==> config.mk <==
export PLATFORM = sky130hd
export DESIGN_NAME = gcc_ctrl
export DESIGN_NICKNAME = d
export VERILOG_FILES = /design/src/rtl/core/gcc_pkg.sv /design/src/rtl/core/gcc_ctrl.sv
export SDC_FILE = /design/constraint.sdc
export NUM_CORES = 1
export LEC_CHECK = 0
export ABC_AREA = 1
export BUFFER_PORTS_ARGS = -buffer_cell sky130_fd_sc_hd__buf_2
export CELL_PAD_IN_SITES_DETAIL_PLACEMENT = 0
export CELL_PAD_IN_SITES_GLOBAL_PLACEMENT = 1
export CORE_MARGIN = 2
export CORE_UTILIZATION = 29
export DETAILED_ROUTE_END_ITERATION = 12
export GPL_TIMING_DRIVEN = 0
export PLACE_DENSITY_LB_ADDON = 0.1
export SETUP_SLACK_MARGIN = 0.1
export SYNTH_ARGS = -nofsm -noshare
export SYNTH_HDL_FRONTEND = slang
export SYNTH_SLANG_ARGS = --single-unit
export TNS_END_PERCENT = 10
==> constraint.sdc <==
create_clock -name i_clk -period 3.1 [get_ports i_clk]
set_input_delay 0.31 -clock i_clk [delete_from_list [all_inputs] [get_ports i_clk]]
set_output_delay 0.31 -clock i_clk [all_outputs]
set_load 0.05 [all_outputs]
==> src/rtl/core/gcc_pkg.sv <==
// shared types, constants and helpers for the grid component counter
`timescale 1ns / 1ps

package gcc_pkg;

    // store geometry
    localparam int MAX_COLS = 64;
    localparam int MAX_ROWS = 64;
    localparam int COL_W    = $clog2(MAX_COLS);
    localparam int ROW_W    = $clog2(MAX_ROWS);
    localparam int CELL_W   = COL_W + ROW_W;
    localparam int CELLS    = 2 ** CELL_W;
    localparam int COLN_W   = COL_W + 1;
    localparam int ROWN_W   = ROW_W + 1;
    localparam int QPTR_W   = CELL_W + 1;

    // field and register widths
    localparam int CFG_W     = 7;
    localparam int FIELD_W   = 6;
    localparam int COUNT_W   = 12;
    localparam logic [COUNT_W-1:0] COUNT_MAX = '1;
    localparam logic [CFG_W-1:0]   DIM_RESET = 7'd64;

    typedef enum logic {
        CFG_GRID_WIDTH  = 1'b0,
        CFG_GRID_HEIGHT = 1'b1
    } t_cfg_idx;

    typedef enum logic {
        CMD_MARK  = 1'b0,
        CMD_COUNT = 1'b1
    } t_op;

    // neighbor order: down, up, right, left
    typedef enum logic [1:0] {
        DIR_DOWN  = 2'd0,
        DIR_UP    = 2'd1,
        DIR_RIGHT = 2'd2,
        DIR_LEFT  = 2'd3
    } t_dir;

    // per-cell store: {seen, mark}
    localparam logic [1:0] CELL_EMPTY   = 2'b00;
    localparam logic [1:0] CELL_MARKED  = 2'b01;
    localparam logic [1:0] CELL_VISITED = 2'b11;

    typedef enum logic [3:0] {
        ST_CLEAR,
        ST_IDLE,
        ST_SCAN_RD,
        ST_SCAN_CHK,
        ST_Q_RD,
        ST_NB_LOAD,
        ST_NB_RD,
        ST_NB_CHK,
        ST_FINISH
    } t_state;

    typedef struct packed {
        logic clr_step;
        logic mark_wr;
        logic scan_start;
        logic scan_rd;
        logic seed;
        logic scan_next;
        logic q_rd;
        logic nb_load;
        logic nb_rd;
        logic nb_push;
        logic nb_next;
        logic res_load;
    } t_cmd;

    typedef struct packed {
        logic clr_last;
        logic dims_empty;
        logic scan_last;
        logic cell_hit;
        logic q_empty;
        logic nb_valid;
        logic nb_last;
        logic res_busy;
    } t_status;

    function automatic logic [COLN_W-1:0] clamp_cols(input logic [CFG_W-1:0] v);
        if (int'(v) > MAX_COLS) return COLN_W'(MAX_COLS);
        return COLN_W'(v);
    endfunction

    function automatic logic [ROWN_W-1:0] clamp_rows(input logic [CFG_W-1:0] v);
        if (int'(v) > MAX_ROWS) return ROWN_W'(MAX_ROWS);
        return ROWN_W'(v);
    endfunction

endpackage

==> src/rtl/core/gcc_ctrl.sv <==
// sequencer for clear sweep, grid scan and breadth-first fill
`timescale 1ns / 1ps

module gcc_ctrl (
    input  logic             i_clk,
    input  logic             i_rst_n,
    input  logic             i_in_valid,
    input  logic             i_in_cmd,
    output logic             o_in_ready,
    input  gcc_pkg::t_status i_status,
    output gcc_pkg::t_cmd    o_cmd
);
    import gcc_pkg::*;

    t_state r_state;
    t_state n_state;
    logic   in_xfer;

    assign in_xfer = i_in_valid && o_in_ready;

    always_ff @(posedge i_clk) begin
        if (!i_rst_n) begin
            r_state <= ST_CLEAR;
        end else begin
            r_state <= n_state;
        end
    end

    always_comb begin
        n_state = r_state;
        unique case (r_state)
            ST_CLEAR: begin
                if (i_status.clr_last) n_state = ST_IDLE;
            end
            ST_IDLE: begin
                if (in_xfer && i_in_cmd == CMD_COUNT) begin
                    n_state = i_status.dims_empty ? ST_FINISH : ST_SCAN_RD;
                end
            end
            ST_SCAN_RD: n_state = ST_SCAN_CHK;
            ST_SCAN_CHK: begin
                priority if (i_status.cell_hit) n_state = ST_Q_RD;
                else if (i_status.scan_last)    n_state = ST_FINISH;
                else                            n_state = ST_SCAN_RD;
            end
            ST_Q_RD: begin
                priority if (!i_status.q_empty) n_state = ST_NB_LOAD;
                else if (i_status.scan_last)    n_state = ST_FINISH;
                else                            n_state = ST_SCAN_RD;
            end
            ST_NB_LOAD: n_state = ST_NB_RD;
            ST_NB_RD: begin
                priority if (i_status.nb_valid) n_state = ST_NB_CHK;
                else if (i_status.nb_last)      n_state = ST_Q_RD;
                else                            n_state = ST_NB_RD;
            end
            ST_NB_CHK: n_state = i_status.nb_last ? ST_Q_RD : ST_NB_RD;
            ST_FINISH: begin
                if (!i_status.res_busy) n_state = ST_CLEAR;
            end
            default: n_state = ST_CLEAR;
        endcase
    end

    always_comb begin
        o_cmd      = '0;
        o_in_ready = 1'b0;
        unique case (r_state)
            ST_CLEAR: o_cmd.clr_step = 1'b1;
            ST_IDLE: begin
                o_in_ready = 1'b1;
                if (in_xfer) begin
                    o_cmd.mark_wr    = (i_in_cmd == CMD_MARK);
                    o_cmd.scan_start = (i_in_cmd == CMD_COUNT);
                end
            end
            ST_SCAN_RD: o_cmd.scan_rd = 1'b1;
            ST_SCAN_CHK: begin
                o_cmd.seed      = i_status.cell_hit;
                o_cmd.scan_next = !i_status.cell_hit && !i_status.scan_last;
            end
            ST_Q_RD: begin
                o_cmd.q_rd      = !i_status.q_empty;
                o_cmd.scan_next = i_status.q_empty && !i_status.scan_last;
            end
            ST_NB_LOAD: o_cmd.nb_load = 1'b1;
            ST_NB_RD: begin
                o_cmd.nb_rd   = i_status.nb_valid;
                o_cmd.nb_next = !i_status.nb_valid && !i_status.nb_last;
            end
            ST_NB_CHK: begin
                o_cmd.nb_push = 1'b1;
                o_cmd.nb_next = !i_status.nb_last;
            end
            ST_FINISH: o_cmd.res_load = !i_status.res_busy;
            default: o_cmd = '0;
        endcase
    end

endmodule

# Word-level counts from Yosys, hierarchy flattened
# Index checks and enable logic that the tools add are counted.
[word_totals] register_bits=4 out_inout_bits=13 word_cells=49
[op_classes] n_eq_ne=11 mux=23 bitwise_logic=1 n_reduce_logical=13
[op_table] operator="$pmux 4 s9" n=1
[op_table] operator="$mux 4" n=7
[op_table] operator="$eq 4x3->1 const B" n=4
[op_table] operator="$mux 1" n=9
[op_table] operator="$eq 4x2->1 const B" n=2
[op_table] operator="$mux 2" n=4
[op_table] operator="$logic_not 1->1" n=6
[op_table] operator="$ne 2x2->1 const B" n=3
[op_table] operator="$logic_and 1x1->1" n=5
[op_table] operator="$eq 4x1->1 const B" n=1
[op_table] operator="$eq 4x4->1 const B" n=1
[op_table] operator="$logic_not 4->1" n=1
[op_table] operator="$pmux 1 s2" n=2
[op_table] operator="$reduce_and 3->1" n=1
[op_table] operator="$not 1->1" n=1

# Depth between registers and ports, before layout
# Gate-level depths: netlist of run 1.
[logic_depth] ltp_word=6 mapped_depth=9

# Worst setup path after synthesis of run 1
# Ideal clock, no wire load.
[synth_timing] path_type="reg2out" from="reg r_state[0]" to="out o_cmd[0] in the netlist's numbering" t_arrival_ps=2097 slack_ps=693 stages_incl_launch_ff=4 path_cell_list="dfxtp_1 > nor2_2 > inv_1 > nor4_1"
[synth_lines] element="start: declaration" line="gcc_ctrl.sv:15" text="t_state r_state;"
[synth_lines] element="start signal: assignment" line="gcc_ctrl.sv:25" text="r_state <= n_state;"
[synth_lines] element="end: declaration" line="gcc_ctrl.sv:11" text="output gcc_pkg::t_cmd o_cmd"

==> results of run 1 <==
==> layout by cell type (no fill, tap or decap) <==
master and instances:
a2111oi_2 1, a21oi_1 3, a21oi_2 1, a31oi_1 1
buf_2 24, clkbuf_4 3, dfxtp_1 4, inv_1 15
inv_2 5, nand2_1 15, nand2_2 3, nand3_1 9
nand3_2 1, nand3b_1 1, nand4_1 1, nor2_1 14
nor2_2 6, nor2_4 2, nor3_2 1, nor4_1 1
==> worst min-delay path by stage <==
stage | endpoint | slack (ns)
2_1_floorplan | r_state[3]$_SDFFE_PN0P_ | 0.47
3_3_place_gp | r_state[1]$_SDFFE_PN0P_ | 0.58
3_5_place_dp | r_state[1]$_SDFFE_PN0P_ | 0.59
4_1_cts | r_state[1]$_SDFFE_PN0P_ | 0.35
5_1_grt | r_state[3]$_SDFFE_PN0P_ | 0.35
6_report | r_state[1]$_SDFFE_PN0P_ | 0.35
==> area by class of cell <==
cell class,count,area [um2],area share
Timing Repair Buffer,24,120,0.189
Multi-Input combinational cell,60,318,0.500
Clock buffer,3,22.5,0.0354
Tap cell,16,20.0,0.0315
Sequential cell,4,80.1,0.126
Inverter,20,75.1,0.118
==> worst max-delay path, cell delays in order (launching register included) <==
cell and delay [ns]:
dfxtp_1 0.38, inv_2 0.08, nor2_4 0.19, inv_2 0.08
a2111oi_2 0.19, buf_2 0.31
==> logic make-up after synthesis <==
family                 count (synthesis)  share of synthesized area
AOI/OAI and AO/OA                      6                     0.0952
DFF                                    4                      0.169
buffers and inverters                 20                      0.159
and+or+nand+nor                       54                      0.577
==> report_power, final <==
group / switching (mW) / internal (mW) / leakage, nW
Sequential: 0.00707 / 0.0566 / 0.0326
Combinational: 0.0919 / 0.0345 / 0.349
Clock: 0.0201 / 0.0432 / 0.0138
Total: 0.119 / 0.134 / 0.395
==> layer usage <==
layer | vias to the layer above | global-route usage
li1 | 317 | -
met1 | 251 | 0.176
met2 | 15 | 0.215
met3 | 0 | 0.0286
met4 | 0 | 0.0545
met5 | - | 0
==> impl_metrics.yaml, run 1 <==
setup_path:
  r2r_end: "r_state[0]$_SDFFE_PN0P_"
  cp_max_fo: 9
  endpoint_kind: "output port"
  required_ns: 2.79
  cp-start-kind: "flip-flop"
  reg2regPathDepth: 6
  reg2reg_slack_ns: 1.90
  timing.critical_path.to: "o_cmd[1]"
  r2r-start: "r_state[0]$_SDFFE_PN0P_"
  critPathLaunch: "r_state[2]$_SDFFE_PN0P_"
  crit_arrival_ns: 1.47
  critPathKind: "flip-flop to output port"
finish:
  fin_area_um2: 636
  largest_register_ffs: 4
  nets: 125
  utilization: 0.417
  largest_registers: "r_state (4)"
  instances_no_fill: 127
  fill_cells: 183
  antennaDiodeCount: 0
  synthToLayoutAreaGrowth_pct: 34.4
  regMostFlops: "r_state"
  drive_gt1_frac: 0.423
synthesis:
  ys.flop_type: "dfxtp_1"
  yosys-top-cells-count: "inv_1, nand2_1, nor2_1"
  async_reset_ff_frac: 0
  syn_nets: 96
  netlist.area_leader.share: 0.169
  synth.distinct_cells: 18
  synth_seq_cells: 4
  synth.largest_area_cell: "dfxtp_1"
  synth_cells: 84
  netlist_area_um2: 473
  synth_edf_count: 0
  synth_area_leaders: "dfxtp_1, inv_1, nand2_1"
  yosys_warnings: 0
  syn_area_per_cell_um2: 5.63
  ys_seq_area_frac: 0.169
sta:
  fin_skew_ns: 0.00187
  rsz0062_at_grt: "false"
  hold_violations: 0
  setup_viol: 0
  setup_tns_ns: 0
  slew_viol_final: 0
  max_freq_ghz: 0.561
  hold_ws_ns: 0.349
  maxSlewHeadroom: 0.802
  worst_pin_slew_ns: 0.297
  min_period_over_period: 0.575
  setup_slack_ns: 1.32
  period_minus_slack_ns: 1.78
place:
  pre_cts_ws_ns: 1.54
  dpl.hpwl_um: 1020
  place_congestion: 0.778
  post_dp_cell_area_um2: 613
  dp_cells: 124
  port_buffers: 24
die:
  dieArea_mm2: 0.00197
  ios: 25
  die_x_um: 44.4
  fp.dieH_um: 44.4
  coreArea_mm2: 0.00152
  initial_utilization: 0.310
  row_count: 14
pwr:
  power_mw: 0.253
  p_leak_nw: 0.395
  powerDensity_mw_per_mm2: 399
  vdd_drop_max_mv: 0.198
routing:
  drt_iter0_markers: 2
  top_layer: "met3"
  dr.pass1.iters: 4
  route.detailed.drc: 0
  num_vias: 583
  wl_per_cell_um: 9.23
  met1_length_um: 539
  via_per_inst: 4.59
  wl_um: 1170
  final_antenna_net_count: 0
  wl_met2_um: 554
  wl_met3_um: 77
grt:
  grt_pass1_vias: 497
  grt_pass1_wl_um: 1950
  grtUsageTotal: 0.135
  antenna_found_initial: 0
  grt_max_degree: 10
  grt_remaining_overflow: 0
clock_network:
  cts_root_buf: "clkbuf_4"
  hold_buffers: 0
  cts_setup_buffers: 0
  cts_tree: "done"
  cts_sinks: 4
  cts_htree_levels: 1
  clock_path_buffers: 2
  postCtsResizedCells: 0
  insertion_delay_ns: 0.23
  clk_transition_reported_paths_ns: 0.04
  numCtsBuffers: 3
worst_hold_path:
  hold_path_class: "input port to flip-flop"
  holdCritStartpoint: "i_rst_n"
  hold_path_depth: 3
status:
  status: "completed"
flow_run:
  maxCapViolations: 0
No activity file was read; power rests on OpenSTA's default activity.
==> inputs of run 2 (changes only) <==
ABC_AREA = 0   (was 1)
CORE_UTILIZATION = 27   (was 29)
clock period = 1.85 ns   (was 3.1 ns; I/O delays follow)
==> impl_metrics.yaml, run 2 <==
status:
  status: "completed"
setup_path:
  endpoint_kind: "output port"
  cp-start-kind: "flip-flop"
  path_buf_inv: 1
  required_ns: 1.66
  path_cells: "nor4b_4, and3_1, buf_2"
  cpLargestDelayFamily: "simple AND/OR/NAND/NOR gates"
  crit_path_max_incr_delay_ns: 0.44
  crit_arrival_ns: 1.51
  critPathKind: "flip-flop to output port"
  cp_max_fo: 7
  crit_slowest_cell: "nor4b_4"
grt:
  grt_pass1_wl_um: 2080
  grt_max_degree: 11
  grt_pass1_vias: 461
  antenna_found_initial: 0
  grt_remaining_overflow: 0
  grtUsageTotal: 0.143
routing:
  num_vias: 510
  wl_um: 1210
  dr.pass1.iters: 4
  via_per_inst: 5.10
  wl_per_cell_um: 12.1
  final_antenna_net_count: 0
  drt_iter0_markers: 5
  route.detailed.drc: 0
clock_network:
  clk_transition_reported_paths_ns: 0.04
  clock_path_buffers: 2
  postCtsResizedCells: 1
  cts_tree: "done"
  cts_root_buf: "clkbuf_4"
  hold_buffers: 0
  cts_htree_levels: 1
  cts_setup_buffers: 0
  cts_sinks: 4
  insertion_delay_ns: 0.24
  numCtsBuffers: 3
synthesis:
  ys_seq_area_frac: 0.185
  yosys_warnings: 0
  netlist.area_leader.share: 0.185
  synth.distinct_cells: 31
  netlist_area_um2: 433
  synth_edf_count: 0
  async_reset_ff_frac: 0
  syn_nets: 69
  synth_seq_cells: 4
  ys.flop_type: "dfxtp_1"
  synth_cells: 57
  synth_area_leaders: "dfxtp_1, nand2b_1, and4bb_2"
  syn_area_per_cell_um2: 7.60
  synth.largest_area_cell: "dfxtp_1"
  yosys-top-cells-count: "nand2_1, nand2b_1, nor2_1"
finish:
  seqCellArea_um2: 81.3
  nets: 98
  fin_area_um2: 609
  regMostFlops: "r_state"
  multi_input_area_um2: 325
  instances_no_fill: 100
  layout_common_cells: "buf_2, nand2b_1, nand2_1, nor2_1"
  fill_cells: 175
  synthToLayoutAreaGrowth_pct: 40.8
  drive_gt1_frac: 0.488
  largest_register_ffs: 4
  largest_registers: "r_state (4)"
  antennaDiodeCount: 0
  final_common_cell: "buf_2"
pwr:
  switching_share: 0.473
  p_leak_nw: 0.293
  p_switching_mw: 0.230
  p_int_mw: 0.256
  p_seq_frac: 0.234
  p_clk_frac: 0.237
  vdd_drop_max_mv: 0.275
  power_mw: 0.485
  powerDensity_mw_per_mm2: 797
  p_comb_frac: 0.529
die:
  initial_utilization: 0.287
  row_count: 14
  die_x_um: 44.0
  dieArea_mm2: 0.00194
  coreArea_mm2: 0.00151
  fp.dieH_um: 44.0
  ios: 25
sta:
  worst_pin_slew_ns: 0.366
  period_minus_slack_ns: 1.69
  maxSlewHeadroom: 0.755
  hold_violations: 0
  rsz0062_at_grt: "true"
  fin_skew_ns: 0.00383
  setup_viol: 0
  slew_viol_final: 0
  setup_slack_ns: 0.159
  max_freq_ghz: 0.592
  min_period_over_period: 0.914
worst_hold_path:
  hold_path_class: "input port to flip-flop"
place:
  pre_cts_ws_ns: 0.338
  dpl.hpwl_um: 936
  port_buffers: 24
  dp_cells: 97
  post_dp_cell_area_um2: 579
  place_congestion: 0.699
flow_run:
  maxCapViolations: 0
[run 2: cell types whose count changed in the layout (fill, tap and decap cells not counted), sizes merged, moves of 4 or more]
cell and delta:
inv -17, nor3 +4, nand2b +5, nand2 -13, nor2 -17, nand3 -8
[run 2: worst paths after layout]
path	startpoint	endpoint	slack [ns]	cells after the start
worst max register to register	r_state[2]$_SDFFE_PN0P_	r_state[3]$_SDFFE_PN0P_	0.59	3
worst min register to register	r_state[3]$_SDFFE_PN0P_	r_state[0]$_SDFFE_PN0P_	0.64	3
worst min-delay path	i_rst_n	r_state[0]$_SDFFE_PN0P_	0.20	3
worst max-delay path	r_state[2]$_SDFFE_PN0P_	o_cmd[9]	0.16	3
[run 2: layout make-up]
type                    instances  area share
inverters                       3      0.0185
multi-input cells              46       0.534
clock buffers                   3      0.0370
flip-flops and latches          4       0.133
repair buffers                 24       0.201
plain buffers                   4      0.0431
well taps                      16      0.0329
[run 2: stage by stage]
stage | hold slack (ns) | TNS, ns | utilization
2_1_floorplan | 0.312 | -0.998 | -
6_report | 0.196 | 0 | 0.404
3_5_place_dp | 0.464 | 0 | 0.385
3_3_place_gp | 0.447 | 0 | 0.385
4_1_cts | 0.197 | 0 | 0.400
5_1_grt | 0.211 | 0 | 0.404
[run 2: cell families after synthesis]
kind of cell / synth area share
buf+inv: 0.0838
flops: 0.185
compound gates: 0.243
simple gates: 0.488
[run 2: worst min-delay path, cell delays in order]
cell	delay, ns
buf_2	0.10
nand3_1	0.06
o41ai_1	0.06
[run 2: power groups by stage]
stage / Clock (mW) / Combinational [mW] / Sequential [mW]
floorplan: 0 / 0.199 / 0.111
global placement: 0 / 0.256 / 0.115
detailed placement: 0 / 0.257 / 0.114
CTS: 0.115 / 0.259 / 0.113
global route: 0.122 / 0.278 / 0.117
finish: 0.115 / 0.257 / 0.113
[run 2: per-layer routing]
layer,track usage,share of wire,vias to the layer above
li1,-,-,268
met1,0.209,0.51,228
met2,0.200,0.42,12
met3,0.0367,0.054,2
met4,0.0545,0.0091,0
met5,0,0,-
==> inputs of run 3 (changes only) <==
CORE_UTILIZATION = 30   (was 27)
CTS_CLUSTER_DIAMETER = 80   (was not set)
SETUP_SLACK_MARGIN = 0.05   (was 0.1)
clock period = 2.14 ns   (was 1.85 ns; I/O delays follow)
==> impl_metrics.yaml, run 3 (synthesized netlist as in run 2, its figures left out) <==
sta:
  rsz0062_at_grt: "false"
  setup_tns_ns: 0
  setup_viol: 0
  fin_skew_ns: 0.00117
  slew_viol_final: 0
  max_freq_ghz: 0.551
  maxSlewHeadroom: 0.726
  worst_pin_slew_ns: 0.411
  min_period_over_period: 0.848
  period_minus_slack_ns: 1.82
  hold_violations: 0
pwr:
  powerDensity_mw_per_mm2: 690
  vdd_drop_max_mv: 0.330
  power_mw: 0.415
  p_leak_nw: 0.290
worst_hold_path:
  holdCritStartpoint: "i_rst_n"
  hold_path_class: "input port to flip-flop"
finish:
  final_common_cell: "buf_2"
  antennaDiodeCount: 0
  synthToLayoutAreaGrowth_pct: 38.7
  layout_common_cells: "buf_2, nand2b_1, nand2_1, nor2_1"
  utilization: 0.456
  nets: 98
  largest_register_ffs: 4
  drive_gt1_frac: 0.452
  largest_registers: "r_state (4)"
  regMostFlops: "r_state"
clock_network:
  numCtsBuffers: 3
  insertion_delay_ns: 0.24
  clk_transition_reported_paths_ns: 0.04
  postCtsResizedCells: 0
  cts_root_buf: "clkbuf_4"
  cts_htree_levels: 1
  cts_tree: "done"
  cts_setup_buffers: 0
  cts_sinks: 4
  clock_path_buffers: 2
  hold_buffers: 0
setup_path:
  reg2reg_slack_ns: 0.88
  crit_slowest_cell: "dfxtp_1"
  critPathLaunch: "r_state[1]$_SDFFE_PN0P_"
  path_cells: "buf_6, nor2b_1, and4b_1, buf_2"
  crit_path_max_incr_delay_ns: 0.46
  endpoint_kind: "output port"
  required_ns: 1.93
  cp-start-kind: "flip-flop"
  r2r-start: "r_state[2]$_SDFFE_PN0P_"
  crit_arrival_ns: 1.60
  critPathKind: "flip-flop to output port"
  cp_max_fo: 10
die:
  initial_utilization: 0.329
  row_count: 13
  dieArea_mm2: 0.00176
  fp.dieH_um: 42.0
  coreArea_mm2: 0.00132
  ios: 25
  die_x_um: 42.0
routing:
  num_vias: 511
  drt_iter0_markers: 13
  final_antenna_net_count: 0
  wl_um: 1160
  via_per_inst: 5.16
  route.detailed.drc: 0
  dr.pass1.iters: 4
  wl_per_cell_um: 11.7
grt:
  grt_use_met2: 0.188
  grt_pass1_vias: 427
  met1_usage: 0.184
  grt.busiest_layer: "met2"
  grt_max_degree: 11
  grt_pass1_wl_um: 1880
  antenna_found_initial: 0
  grtUsageTotal: 0.140
  grt_remaining_overflow: 0
  use_met3: 0.0603
flow_run:
  maxCapViolations: 0
place:
  dpl.hpwl_um: 889
  place_congestion: 0.723
  port_buffers: 24
status:
  status: "completed"
[run 3: power breakdown]
part / total, mW / leakage, nW / internal [mW] / switching [mW]
logic: 0.220 / 0.243 / 0.0715 / 0.149
registers: 0.0980 / 0.0326 / 0.0843 / 0.0137
clock network: 0.0964 / 0.0138 / 0.0629 / 0.0335
total: 0.415 / 0.290 / 0.219 / 0.196
[run 3: path summary, 6_finish.rpt]
check                                 end  depth (start not counted)
hold / removal    r_state[0]$_SDFFE_PN0P_                          3
hold reg to reg   r_state[0]$_SDFFE_PN0P_                          3
setup / recovery                 o_cmd[7]                          4
setup reg to reg  r_state[3]$_SDFFE_PN0P_                          3
[run 3: worst max-delay path, delay by kind of cell (launching register included)]
family	cells	cell delay (ns)
flip-flops	1	0.46
AND/OR/NAND/NOR	2	0.45
buffers and inverters	2	0.45
[run 3: per-layer routing]
layer	vias to the layer above	share of wire
met2	16	0.40
li1	269	-
met3	2	0.072
met4	0	0.0086
met5	-	0
met1	224	0.52
[run 3: metrics by stage]
| stage | hold WS (ns) | cell area, um2 | cells | worst slack [ns] |
|---|---|---|---|---|
| detailed placement | 0.493 | 578 | 96 | 0.608 |
| finish | 0.230 | 601 | 99 | 0.325 |
| global route | 0.266 | 601 | 99 | 0.233 |
| floorplan | 0.341 | 439 | 57 | -0.168 |
| CTS | 0.235 | 601 | 99 | 0.340 |
| global placement | 0.478 | 578 | 96 | 0.608 |
[run 3: layout make-up]
class	instances	area, um2
buffer	4	25.0
sequential	4	80.1
inverter	3	11.3
timing repair buffer	24	120
tap	15	18.8
multi-input combinational	46	323
clock buffer	3	22.5
fill	155	717
